**config.mk**
```make
export PLATFORM = sky130hd
export DESIGN_NAME = keyed_value_table_compacting_core
export DESIGN_NICKNAME = d
export VERILOG_FILES = /design/src/kvt_pkg.sv /design/src/kvt_regs.sv /design/src/kvt_dp.sv /design/src/kvt_ctrl.sv /design/src/keyed_value_table_compacting_core.sv
export VERILOG_INCLUDE_DIRS = /design/src /design/src/src
export SDC_FILE = /design/constraint.sdc
export NUM_CORES = 2
export LEC_CHECK = 0
export BUFFER_PORTS_ARGS = -buffer_cell sky130_fd_sc_hd__clkbuf_2
export CAP_MARGIN = 20
export CORE_MARGIN = 2
export CORE_UTILIZATION = 30
export CTS_CLUSTER_SIZE = 20
export DETAILED_ROUTE_END_ITERATION = 12
export SLEW_MARGIN = 30
export SYNTH_ARGS = -nofsm -noshare
export SYNTH_HDL_FRONTEND = slang
export SYNTH_SLANG_ARGS = --single-unit
```
**constraint.sdc**
```tcl
create_clock -name i_clk -period 8.3 [get_ports i_clk]
set_input_delay 1.245 -clock i_clk [delete_from_list [all_inputs] [get_ports i_clk]]
set_output_delay 1.245 -clock i_clk [all_outputs]
set_load 0.1 [all_outputs]
```
**src/keyed_value_table_compacting_core_assert.svh**
```systemverilog
// ----------------------------------------------------------------------------
// keyed value table assertion macros
// concurrent checks on i_clk, held off during reset
// ----------------------------------------------------------------------------
`ifndef KEYED_VALUE_TABLE_COMPACTING_CORE_ASSERT_SVH
`define KEYED_VALUE_TABLE_COMPACTING_CORE_ASSERT_SVH

`ifndef SYNTHESIS

// same-cycle implication
`define KVT_ASSERT_IMP(label, ante, cons) \
    label: assert property (@(posedge i_clk) disable iff (!i_rst_n) \
        (ante) |-> (cons)) else $error("kvt assertion failed");

// next-cycle implication
`define KVT_ASSERT_NXT(label, ante, cons) \
    label: assert property (@(posedge i_clk) disable iff (!i_rst_n) \
        (ante) |=> (cons)) else $error("kvt assertion failed");

`else

`define KVT_ASSERT_IMP(label, ante, cons)
`define KVT_ASSERT_NXT(label, ante, cons)

`endif

`endif

```
**src/kvt_pkg.sv**
```systemverilog
// ----------------------------------------------------------------------------
// kvt_pkg
// shared types, constants and helpers of the keyed value table
// ----------------------------------------------------------------------------
package kvt_pkg;

    // table geometry
    localparam int SLOTS  = 64;
    localparam int ADDR_W = (SLOTS > 1) ? $clog2(SLOTS) : 1;
    localparam int CNT_W  = $clog2(SLOTS + 1);
    localparam int CAP_W  = 7;
    localparam int CMP_W  = ((CNT_W > CAP_W) ? CNT_W : CAP_W) + 1;

    // configuration register map
    localparam logic REG_CAPACITY = 1'b0;
    localparam logic REG_PRESENT  = 1'b1;
    localparam logic [CAP_W-1:0] CAP_RESET = 7'd64;

    // operation codes
    localparam logic [1:0] MODE_INSERT = 2'd0;
    localparam logic [1:0] MODE_LOOKUP = 2'd1;
    localparam logic [1:0] MODE_REMOVE = 2'd2;

    // input word
    typedef struct packed {
        logic [1:0]  mode;
        logic [31:0] key;
        logic [31:0] new_value;
    } t_in_word;

    // result word
    typedef struct packed {
        logic        ok;
        logic [31:0] found_value;
        logic [6:0]  entry_count;
    } t_out_word;

    // one stored pair
    typedef struct packed {
        logic [31:0] key;
        logic [31:0] value;
    } t_entry;

    typedef struct packed {
        logic [CAP_W-1:0] capacity;
        logic             present;
    } t_cfg;

    // kind of result to build
    typedef enum logic [1:0] {
        RES_ZERO,
        RES_FAIL,
        RES_OK,
        RES_FOUND
    } t_res_kind;

    // controller to datapath
    typedef struct packed {
        logic      load;
        logic      insert;
        logic      search;
        logic      shift_init;
        logic      shift;
        logic      shrink;
        logic      res_load;
        t_res_kind res_kind;
    } t_dp_cmd;

    // datapath to controller
    typedef struct packed {
        logic       present;
        logic       key_nz;
        logic [1:0] mode;
        logic       room;
        logic       ptr_end;
        logic       rd_vld;
        logic       hit;
    } t_dp_status;

    // clear every byte after the first zero byte, from the top byte down
    function automatic logic [31:0] norm_key(input logic [31:0] k);
        logic [31:0] res;
        logic        live;
        res  = '0;
        live = 1'b1;
        for (int b = 3; b >= 0; b--) begin
            if (k[8*b +: 8] == 8'd0) begin
                live = 1'b0;
            end
            if (live) begin
                res[8*b +: 8] = k[8*b +: 8];
            end
        end
        return res;
    endfunction

endpackage

```
**src/kvt_regs.sv**
```systemverilog
// ----------------------------------------------------------------------------
// kvt_regs
// configuration registers behind an apb-style port
// ----------------------------------------------------------------------------
module kvt_regs (
    input  logic          i_clk,
    input  logic          i_rst_n,
    input  logic          psel,
    input  logic          penable,
    input  logic          pwrite,
    input  logic [2:0]    paddr,
    input  logic [31:0]   pwdata,
    output logic [31:0]   prdata,
    output logic          pready,
    output kvt_pkg::t_cfg o_cfg
);
    import kvt_pkg::*;

    logic [CAP_W-1:0] r_capacity;
    logic             r_present;
    logic             wr_en;

    assign wr_en  = psel && penable && pwrite;
    assign pready = 1'b1;

    // register writes
    always_ff @(posedge i_clk) begin
        if (!i_rst_n) begin
            r_capacity <= CAP_RESET;
            r_present  <= 1'b1;
        end else if (wr_en) begin
            case (paddr[2])
                REG_CAPACITY: r_capacity <= pwdata[CAP_W-1:0];
                REG_PRESENT:  r_present  <= pwdata[0];
                default: ;
            endcase
        end
    end

    // read back
    always_comb begin
        case (paddr[2])
            REG_CAPACITY: prdata = {{(32-CAP_W){1'b0}}, r_capacity};
            REG_PRESENT:  prdata = {31'd0, r_present};
            default:      prdata = '0;
        endcase
    end

    assign o_cfg.capacity = r_capacity;
    assign o_cfg.present  = r_present;

endmodule

```
**src/kvt_dp.sv**
```systemverilog
// ----------------------------------------------------------------------------
// kvt_dp
// datapath: entry memory, search and shift pointers, result register
// ----------------------------------------------------------------------------
module kvt_dp (
    input  logic                i_clk,
    input  logic                i_rst_n,
    input  kvt_pkg::t_in_word   i_in_data,
    input  kvt_pkg::t_cfg       i_cfg,
    input  kvt_pkg::t_dp_cmd    i_cmd,
    output kvt_pkg::t_dp_status o_status,
    output kvt_pkg::t_out_word  o_out_data
);
    import kvt_pkg::*;

    // entry memory
    t_entry mem [SLOTS];

    logic [31:0]      r_key;
    logic [31:0]      r_value;
    logic [1:0]       r_mode;
    logic [CNT_W-1:0] r_count;
    logic [CNT_W-1:0] r_ptr;
    logic             r_rd_vld;
    logic [ADDR_W-1:0] r_rd_addr;
    t_entry           r_rd_data;
    t_out_word        r_res;

    logic              ptr_lt;
    logic              issue;
    logic              we;
    logic [ADDR_W-1:0] waddr;
    t_entry            wdata;
    logic [CMP_W-1:0]  eff_cap;

    assign ptr_lt = r_ptr < r_count;
    assign issue  = (i_cmd.search || i_cmd.shift) && ptr_lt;

    // effective capacity is the register limited to the table size
    assign eff_cap = (CMP_W'(i_cfg.capacity) < CMP_W'(SLOTS)) ?
                     CMP_W'(i_cfg.capacity) : CMP_W'(SLOTS);

    // write port: append on insert, move each entry down one slot while shifting
    assign we    = i_cmd.insert || (i_cmd.shift && r_rd_vld);
    assign waddr = i_cmd.insert ? r_count[ADDR_W-1:0] : (r_rd_addr - ADDR_W'(1));
    assign wdata = i_cmd.insert ? t_entry'{key: r_key, value: r_value} : r_rd_data;

    always_ff @(posedge i_clk) begin
        if (we) begin
            mem[waddr] <= wdata;
        end
        if (issue) begin
            r_rd_data <= mem[r_ptr[ADDR_W-1:0]];
            r_rd_addr <= r_ptr[ADDR_W-1:0];
        end
    end

    // input word capture
    always_ff @(posedge i_clk) begin
        if (i_cmd.load) begin
            r_key   <= norm_key(i_in_data.key);
            r_value <= i_in_data.new_value;
            r_mode  <= i_in_data.mode;
        end
    end

    // count, pointer and read tracking
    always_ff @(posedge i_clk) begin
        if (!i_rst_n) begin
            r_count  <= '0;
            r_ptr    <= '0;
            r_rd_vld <= 1'b0;
        end else begin
            if (i_cmd.insert) begin
                r_count <= r_count + CNT_W'(1);
            end else if (i_cmd.shrink) begin
                r_count <= r_count - CNT_W'(1);
            end
            if (i_cmd.load) begin
                r_ptr    <= '0;
                r_rd_vld <= 1'b0;
            end else if (i_cmd.shift_init) begin
                r_ptr    <= CNT_W'(r_rd_addr) + CNT_W'(1);
                r_rd_vld <= 1'b0;
            end else begin
                if (issue) begin
                    r_ptr <= r_ptr + CNT_W'(1);
                end
                r_rd_vld <= issue;
            end
        end
    end

    // result register
    always_ff @(posedge i_clk) begin
        if (i_cmd.res_load) begin
            case (i_cmd.res_kind)
                RES_ZERO:  r_res <= '{ok: 1'b0, found_value: 32'd0, entry_count: 7'd0};
                RES_FAIL:  r_res <= '{ok: 1'b0, found_value: 32'd0,
                                      entry_count: 7'(r_count)};
                RES_OK:    r_res <= '{ok: 1'b1, found_value: 32'd0,
                                      entry_count: 7'(r_count)};
                RES_FOUND: r_res <= '{ok: 1'b1, found_value: r_rd_data.value,
                                      entry_count: 7'(r_count)};
                default:   r_res <= '0;
            endcase
        end
    end

    assign o_out_data = r_res;

    // status to controller
    assign o_status.present = i_cfg.present;
    assign o_status.key_nz  = (r_key != 32'd0);
    assign o_status.mode    = r_mode;
    assign o_status.room    = (CMP_W'(r_count) + CMP_W'(1)) < eff_cap;
    assign o_status.ptr_end = !ptr_lt;
    assign o_status.rd_vld  = r_rd_vld;
    assign o_status.hit     = r_rd_vld && (r_rd_data.key == r_key);

endmodule

```
**src/kvt_ctrl.sv**
```systemverilog
// ----------------------------------------------------------------------------
// kvt_ctrl
// controller: sequences decode, search, shift and result hand-off
// ----------------------------------------------------------------------------
module kvt_ctrl (
    input  logic                i_clk,
    input  logic                i_rst_n,
    input  logic                i_in_valid,
    output logic                o_in_stall,
    output logic                o_out_valid,
    input  logic                i_out_stall,
    input  kvt_pkg::t_dp_status i_status,
    output kvt_pkg::t_dp_cmd    o_cmd
);
    import kvt_pkg::*;

    typedef enum logic [2:0] {
        S_IDLE,
        S_DECODE,
        S_SEARCH,
        S_SHIFT,
        S_DONE
    } t_state;

    t_state    r_state, n_state;
    t_res_kind r_kind, n_kind;
    logic      r_out_valid, n_out_valid;
    logic      out_free;

    assign out_free   = !r_out_valid || !i_out_stall;
    assign o_in_stall = (r_state != S_IDLE);

    // next state and commands
    always_comb begin
        n_state     = r_state;
        n_kind      = r_kind;
        n_out_valid = r_out_valid && i_out_stall;
        o_cmd       = '0;
        o_cmd.res_kind = r_kind;
        case (r_state)
            S_IDLE: begin
                if (i_in_valid) begin
                    o_cmd.load = 1'b1;
                    n_state    = S_DECODE;
                end
            end
            S_DECODE: begin
                n_state = S_DONE;
                if (!i_status.present) begin
                    n_kind = RES_ZERO;
                end else if (!i_status.key_nz) begin
                    n_kind = RES_FAIL;
                end else begin
                    case (i_status.mode)
                        MODE_INSERT: begin
                            o_cmd.insert = i_status.room;
                            n_kind       = i_status.room ? RES_OK : RES_FAIL;
                        end
                        MODE_LOOKUP, MODE_REMOVE: begin
                            n_state = S_SEARCH;
                        end
                        default: n_kind = RES_FAIL;
                    endcase
                end
            end
            S_SEARCH: begin
                if (i_status.hit) begin
                    if (i_status.mode == MODE_LOOKUP) begin
                        n_kind  = RES_FOUND;
                        n_state = S_DONE;
                    end else begin
                        o_cmd.shift_init = 1'b1;
                        n_state          = S_SHIFT;
                    end
                end else if (i_status.ptr_end && !i_status.rd_vld) begin
                    n_kind  = RES_FAIL;
                    n_state = S_DONE;
                end else begin
                    o_cmd.search = 1'b1;
                end
            end
            S_SHIFT: begin
                if (i_status.ptr_end && !i_status.rd_vld) begin
                    o_cmd.shrink = 1'b1;
                    n_kind       = RES_OK;
                    n_state      = S_DONE;
                end else begin
                    o_cmd.shift = 1'b1;
                end
            end
            S_DONE: begin
                if (out_free) begin
                    o_cmd.res_load = 1'b1;
                    n_out_valid    = 1'b1;
                    n_state        = S_IDLE;
                end
            end
            default: n_state = S_IDLE;
        endcase
    end

    // state and registered outputs
    always_ff @(posedge i_clk) begin
        if (!i_rst_n) begin
            r_state     <= S_IDLE;
            r_kind      <= RES_FAIL;
            r_out_valid <= 1'b0;
        end else begin
            r_state     <= n_state;
            r_kind      <= n_kind;
            r_out_valid <= n_out_valid;
        end
    end

    assign o_out_valid = r_out_valid;

endmodule

```
**src/keyed_value_table_compacting_core.sv**
```systemverilog
// ----------------------------------------------------------------------------
// keyed_value_table_compacting_core
// packed key/value table with insert, first-match lookup and compacting remove
// ----------------------------------------------------------------------------
//  channel   direction  handshake              payload
//  in        in         i_in_valid/o_in_stall  i_in_data  (mode, key, new_value)
//  out       out        o_out_valid/i_out_stall o_out_data (ok, found_value, entry_count)
//  config    in         apb psel/penable       capacity @0x0, table_present @0x4
//
//  one word at a time; an insert or a word refused at decode goes straight from
//  decode to the result, a lookup or a remove first searches the entries in order,
//  and a remove then shifts the later entries down:
//  the single read port steps one entry per cycle through search, then shift
//  a new word is taken while a finished result waits on a stalled output
//  reset clears the entry count; the entry memory itself is not cleared
// ----------------------------------------------------------------------------
`include "keyed_value_table_compacting_core_assert.svh"

module keyed_value_table_compacting_core (
    input  logic               i_clk,
    input  logic               i_rst_n,
    input  logic               i_in_valid,
    output logic               o_in_stall,
    input  kvt_pkg::t_in_word  i_in_data,
    output logic               o_out_valid,
    input  logic               i_out_stall,
    output kvt_pkg::t_out_word o_out_data,
    input  logic               psel,
    input  logic               penable,
    input  logic               pwrite,
    input  logic [2:0]         paddr,
    input  logic [31:0]        pwdata,
    output logic [31:0]        prdata,
    output logic               pready
);
    import kvt_pkg::*;

    t_cfg       cfg;
    t_dp_cmd    cmd;
    t_dp_status status;

    // configuration registers
    kvt_regs u_regs (
        .i_clk   (i_clk),
        .i_rst_n (i_rst_n),
        .psel    (psel),
        .penable (penable),
        .pwrite  (pwrite),
        .paddr   (paddr),
        .pwdata  (pwdata),
        .prdata  (prdata),
        .pready  (pready),
        .o_cfg   (cfg)
    );

    // sequencer
    kvt_ctrl u_ctrl (
        .i_clk       (i_clk),
        .i_rst_n     (i_rst_n),
        .i_in_valid  (i_in_valid),
        .o_in_stall  (o_in_stall),
        .o_out_valid (o_out_valid),
        .i_out_stall (i_out_stall),
        .i_status    (status),
        .o_cmd       (cmd)
    );

    // table datapath
    kvt_dp u_dp (
        .i_clk      (i_clk),
        .i_rst_n    (i_rst_n),
        .i_in_data  (i_in_data),
        .i_cfg      (cfg),
        .i_cmd      (cmd),
        .o_status   (status),
        .o_out_data (o_out_data)
    );

    // one word in flight: stall rises right after an accept
    `KVT_ASSERT_NXT(a_stall_after_accept, i_in_valid && !o_in_stall, o_in_stall)

    // a failed result never carries a value
    `KVT_ASSERT_IMP(a_fail_no_value, o_out_valid && !o_out_data.ok, o_out_data.found_value == 32'd0)

    // an append only happens with room left
    `KVT_ASSERT_IMP(a_insert_has_room, cmd.insert, status.room && status.present)

    // the shift never starts without a match
    `KVT_ASSERT_IMP(a_shift_on_hit, cmd.shift_init, status.hit)

endmodule

```
# Yosys cells after proc, flatten, opt, wreduce, memory -nomap -nowiden
# Memories as Yosys holds them, arrays and structs flattened. A register that Yosys moved wholly into a read port is not among the register bits.
# Index checks and enable logic that the tools add are counted.
[op_classes]
addsub = 6
order_cmp = 3
n_eq_ne = 16
n_mux = 54
bitwise_logic = 2
n_reduce_logical = 33
[op_table]
columns = ["cell", "n"]
rows = [
  ["$pmux W40 S4", 1],
  ["$mux W64", 1],
  ["$pmux W32 S2", 1],
  ["$mux W7", 5],
  ["$eq A32 B32 Y1", 1],
  ["$logic_not A8 Y1", 4],
  ["$reduce_bool A32 Y1", 1],
  ["$mux W1", 25],
  ["$mux W3", 8],
  ["$mux W2", 9],
  ["$pmux W3 S5", 1],
  ["$add A7 B1 Y7 const B", 2],
  ["$add A7 B1 Y8 const B", 1],
  ["$lt A8 B8 Y1", 1],
  ["$add A6 B1 Y7 const B", 1],
  ["$logic_and A1 B1 Y1", 7],
  ["$lt A7 B7 Y1", 1],
  ["$lt A7 B7 Y1 const B", 1],
  ["$sub A7 B1 Y7 const B", 1],
  ["$eq A2 B2 Y1 const B", 3],
  ["$eq A3 B2 Y1 const B", 2],
  ["$mux W6", 1],
  ["$ne A3 B2 Y1 const B", 2],
  ["$pmux W2 S3", 1],
  ["19 further kinds", 33],
]
[word_totals]
reg_bits = 141
ramBits = 4096
out_inout_bits = 75
memories = 1
[mem_list]
columns = ["memory", "words", "width", "rd", "rd_clocked_by_memory_dff", "wr", "line_no", "source"]
rows = [
  ["u_dp.mem", 64, 64, 1, 1, 1, "kvt_dp.sv:17", "t_entry mem [SLOTS];"],
]

# Longest topological paths before layout
[depth]
word_depth = 10
mapped_depth = 19
mapped_depth_nobuf = 16

# Modules after synthesis
# A second synthesis with hierarchy kept.
[hier_totals]
cells_unflattened = 7231
hier_area_um2 = 164300.1
[by_module_without_submodules]
columns = ["module", "n_inst", "cells_each", "area_per_inst_um2", "seq_area_each_um2"]
rows = [
  ["kvt_dp", 1, 7103, 163254.1, 128583.3],
  ["kvt_regs", 1, 72, 615.6, 160.2],
  ["kvt_ctrl", 1, 56, 430.4, 120.1],
]

# Least setup slack after synthesis
# OpenSTA, ideal clock, no wires.
[synth_path]
path_kind = "register to register"
startpoint = "register u_dp.r_count[2]"
endpoint = "memory u_dp.mem[29][0] in the netlist's numbering, enable pin"
arrival_ns = 5.466
required_ns = 7.813
path_slack_ns = 2.348
stages_incl_launch_ff = 14
path_buffers = 2
period_less_slack_ns = 5.952
cell_sequence = "dfxtp_1 -> clkbuf_1 -> and3_1 -> nand3_1 -> xnor2_1 -> ha_1 -> a21o_1 -> a21oi_1 -> o211ai_1 -> nor4_2 -> clkbuf_1 -> nand3_1 -> o31a_1 -> nor2_1"
[synth_via]
elab_chain_len = 9
[synth_rtl]
columns = ["item", "line_no", "source"]
rows = [
  ["start: declaration", "kvt_dp.sv:22", "logic [CNT_W-1:0] r_count;"],
  ["start signal: assignment", "kvt_dp.sv:75", "r_count <= r_count + CNT_W'(1);"],
  ["start signal: assignment", "kvt_dp.sv:77", "r_count <= r_count - CNT_W'(1);"],
  ["$add A7 B1 Y8 or $lt A7 B7 Y1 (tied branches)", "kvt_dp.sv:116, kvt_dp.sv:36", ""],
  ["$lt A8 B8 Y1 or $logic_not A1 Y1 (tied branches)", "kvt_dp.sv:116, kvt_dp.sv:117", ""],
  ["$mux W1 or $logic_and A1 B1 Y1 (tied branches)", "kvt_ctrl.sv:54, kvt_ctrl.sv:83", ""],
  ["$mux W1 (on tied branches)", "kvt_ctrl.sv:51, kvt_ctrl.sv:83", ""],
  ["$mux W1 or $mux W2 (tied branches)", "kvt_ctrl.sv:49, kvt_ctrl.sv:40", ""],
  ["$mux W1 or $logic_and A1 B1 Y1 (tied branches)", "kvt_ctrl.sv:40, kvt_dp.sv:44", ""],
  ["$logic_or A1 B1 Y1", "kvt_dp.sv:44", "assign we = i_cmd.insert || (i_cmd.shift && r_rd_vld);"],
  ["$mux W1", "kvt_dp.sv:49", "if (we) begin"],
  ["$mux W1 (implied by the code)", "kvt_dp.sv:50", "mem[waddr] <= wdata;"],
  ["end: declaration", "kvt_dp.sv:17", ""],
]
# Several ways; a longest one is shown, not always the timed one.

# Worst setup path in the final report
[layout_path]
startpoint = "register u_dp.r_count[0]"
endpoint = "memory u_dp.mem[53][12] in the netlist's numbering, enable pin"
# Same word-level chain as after synthesis.

==> summary.md <==
| Metric | Value |
|---|---|
| Core Region | 0.545 mm^2 |
| Clock sinks | 4301 |
| Worst-path clk slew | 0.06 ns |
| Worst Setup Start Kind | flip-flop |
| # Max-Cap Violations | 0 |
| Avg Cell Area, Syn | 25.0 um^2 |
| Top-count cell post-synth | edfxtp_1 |
| Ys flop type | edfxtp_1 |
| HP Class | input pin to flip-flop |
| Drt via density | 5.17 |
| Cells along the critical path | and3_1, nand3_1, xnor2_1, ha_1, a21o_1, a21oi_1, o211ai_1, nor4_4, buf_4, nand3_1, o31a_1, buf_4, nor2_4, buf_4, buf_4 |
| Delay-heaviest family, CP | buffers and inverters |
| DP HPWL | 243000 um |
| Die Y | 744 um |
| Share of cells above drive strength 1 | 0.331 |
| Slowest-stage cell, CP | nor4_4 |
| H-Tree Depth | 5 |
| Post-synth top area cell | edfxtp_1 |
| Number of flops mapped to enable cells by yosys | between 4000 and 5000 |
| Syn. warnings | 0 |
| WL final | 437000 um |
| Hold buffers post-CTS | 0 |
| Worst EP required | around 9 ns |
| Crit-path max FO | 32 |
| CP Data Arrival Time | 7.31 ns |
| Drt drc | 0 |
| Final Hold Fails | 0 |
| Routed len/inst | 30.0 um |
| First-pass GRT wire length | a little over 600000 um |
| Critical path capture point type | flip-flop |
| IO Pins | 183 |
| Mapped Area | 0.164 mm^2 |
| Vias in the first global route | 76400 |
| Slew HR | 0.298 |
| Die width | 744 um |
| Routed vias | between 70000 and 80000 |
| Pleak | 55.7 nW |
| Worst Hold Path Cells | 1 |
| Largest net degree at the start of global routing | 130 |
| Max Clk Rate | 149 MHz |
| Syn Inst Count | 6564 |
| Status | finished, final reports clean |
| Reg2reg start | u_dp.r_count[0]$_SDFFE_PN0P_ |
| Sequential area share after synthesis | 0.784 |
| Num rows | 271 |
| Most used cell along the critical path | buf_4 |
| Setup violators final | 0 |
| RSZ-0062 raised after global routing | false |
| Longest Clk Path Bufs | 4 |
| GPL Wtd Cong | just over 0.8 |
| Gr usage total | 0.154 |
| Crit path time final | 6.73 ns |
| CTS Buf Count | 410 |
| Synth cell types | 51 |
| Initial antenna violation count | 22 |
| Synth cell count leaders | edfxtp_1 (4272), mux4_2 (1344), clkbuf_1 (194) |
| Final ANT Viol Nets | 0 |
| Worst IR Drop VDD | 0.000177 V |
| Crit path kind | flip-flop to flip-flop |
| Final worst slack | 1.57 ns |
| Final worst-path cycle share | 0.810 |
| Yosys reg bits | roughly 4300 |
| Fin Clk Skew | 0.109 ns |
| Reg2Reg Setup Slack | 1.57 ns |
| Starting density of the core | 0.302 |
| Setup WS pre-CTS | between 1.5 and 2 ns |
| Postcts setup bufs | 0 |
| Slew @ Worst Pin | 1.05 ns |
| FFs w/ async S/R, synth | 0 |
| Port bufs | 129 |
| Main area contributors after synthesis | edfxtp_1 (78%), mux4_2 (18%), mux2_2 (0.45%) |
| PwrDens | 227 mW/mm^2 |
| Setup_tns | 0 ns |
| Filler instances | 49600 |
| Root Driver | clkbuf_16 |
| # resized after CTS | 0 |
| Reg2reg end | u_dp.mem[53][12]$_DFFE_PP_ |
| DR pass1 iterations | 6 |
| R2R cell count | 15 |
| Die Area | 0.554 mm^2 |
| Nets | ~7100 |
| Slew Limit Fails | 0 |
| HP Start | i_in_data[13] |
| Synth top area share | 0.780 |
| Crit path buf inv count | 4 |
| CTS tree | built |
| Pwr Total | ~43 mW |
| Initial DRC Count | 10100 |
| GRT overflow | 0 |
| Worst Hold End | u_dp.r_value[13]$_DFFE_PP_ |
| Area grow syn2layout | 15.0% |
| Worst path max stage delay | 0.76 ns |
| Later-pin clock latency in the skew report | between 1 and 1.5 ns |
==> layout by cell type (no fill, tap or decap), types with 15 or more instances in the layout <==
cell type	count
and2_1	18
mux4_2	1344
clkinv_2	78
clkbuf_16	418
clkinv_1	84
clkbuf_1	96
inv_1	22
conb_1	26
a21oi_1	22
clkbuf_2	129
nor2_1	40
ha_1	22
nor2b_1	16
xnor2_1	46
nor2_4	65
nand4_1	20
and3_1	40
nand2_1	39
mux2_4	59
buf_16	24
dfxtp_1	22
edfxtp_1	4272
nor4_1	16
buf_12	32
buf_4	148
nand3_1	15
bufinv_16	30
==> flip-flops by register name (all words and copies together) (netlist names) <==
| name | cells |
|---|---|
| u_dp.r_value | 32 |
| u_dp.r_mode | 2 |
| u_dp.r_rd_addr | 6 |
| u_dp.r_rd_vld | 1 |
| u_dp.r_ptr | 7 |
| u_ctrl.r_kind | 2 |
| u_ctrl.o_out_valid | 1 |
| u_dp.mem | 4096 |
| u_dp.r_key | 32 |
| u_regs.r_capacity | 7 |
| u_regs.r_present | 1 |
| u_dp.r_count | 7 |
| u_dp.o_out_data | 40 |
| u_dp.r_rd_data | 64 |
| u_ctrl.r_state | 3 |
==> power by group <==
part	internal [mW]	total, mW	switching [mW]	leakage [nW]
Sequential	23.8	23.8	0.0496	38.6
Clock	10.3	18.3	8.09	6.35
Combinational	0.174	0.750	0.576	10.7
Total	34.2	42.9	8.71	55.7
==> stage by stage <==
step / hold slack, ns / area (um^2) / instances / utilization
floorplan: 0.423 / 164000 / 6588 / -
global placement: 0.477 / 175000 / 13800 / 0.321
detailed placement: 0.476 / 176000 / 13800 / 0.322
CTS: 0.350 / 189000 / 14500 / 0.346
global route: 0.396 / 189000 / 14600 / 0.347
finish: 0.427 / 189000 / 14600 / 0.347
==> metal layers <==
layer | up-vias | part of all wire | track usage
met2 | 3684 | 0.48 | 0.249
met5 | - | 0.00011 | 0
met1 | 41600 | 0.41 | 0.215
met3 | 597 | 0.084 | 0.0268
met4 | 8 | 0.028 | 0.0418
li1 | 29400 | - | -
==> cells by family (layout without fill, tap and decap cells) <==
group,after synthesis,after routing,share of synthesized area
DFF,4301,4301,0.784
muxes,1417,1417,0.189
buffers and inverters,391,1121,0.0104
and+or+nand+nor,300,300,0.00909
AOI/OAI and AO/OA,76,76,0.00287
xor gates and xnor gates,54,54,0.00288
adders and majority gates,23,23,0.00180
other,2,32,0.0000457
==> how the worst max path moves through the flow <==
stage                                             from                          to  slack, ns  cells past startpoint
after floorplan           u_dp.r_count[2]$_SDFFE_PN0P_   u_dp.mem[29][0]$_DFFE_PP_       2.35                     13
after global placement    u_dp.r_count[0]$_SDFFE_PN0P_   u_dp.mem[7][14]$_DFFE_PP_       1.96                     13
after detailed placement  u_dp.r_count[0]$_SDFFE_PN0P_  u_dp.mem[53][12]$_DFFE_PP_       1.71                     15
after CTS                 u_dp.r_count[0]$_SDFFE_PN0P_  u_dp.mem[53][12]$_DFFE_PP_       1.60                     15
after global routing      u_dp.r_count[2]$_SDFFE_PN0P_  u_dp.mem[53][12]$_DFFE_PP_       1.31                     15
final                     u_dp.r_count[0]$_SDFFE_PN0P_  u_dp.mem[53][12]$_DFFE_PP_       1.57                     15
==> layout make-up <==
type	count	area, um^2	area share
Antenna cell	6	15.0	0.0000794
Clock buffer	522	10900	0.0578
Clock inverter	226	2080	0.0110
Inverter	26	110	0.000582
Multi-Input combinational cell	1896	34800	0.184
Sequential cell	4301	129000	0.682
Tap cell	7234	9050	0.0479
Timing Repair Buffer	347	3220	0.0170
Note: power is estimated with default switching activity, not from simulation.
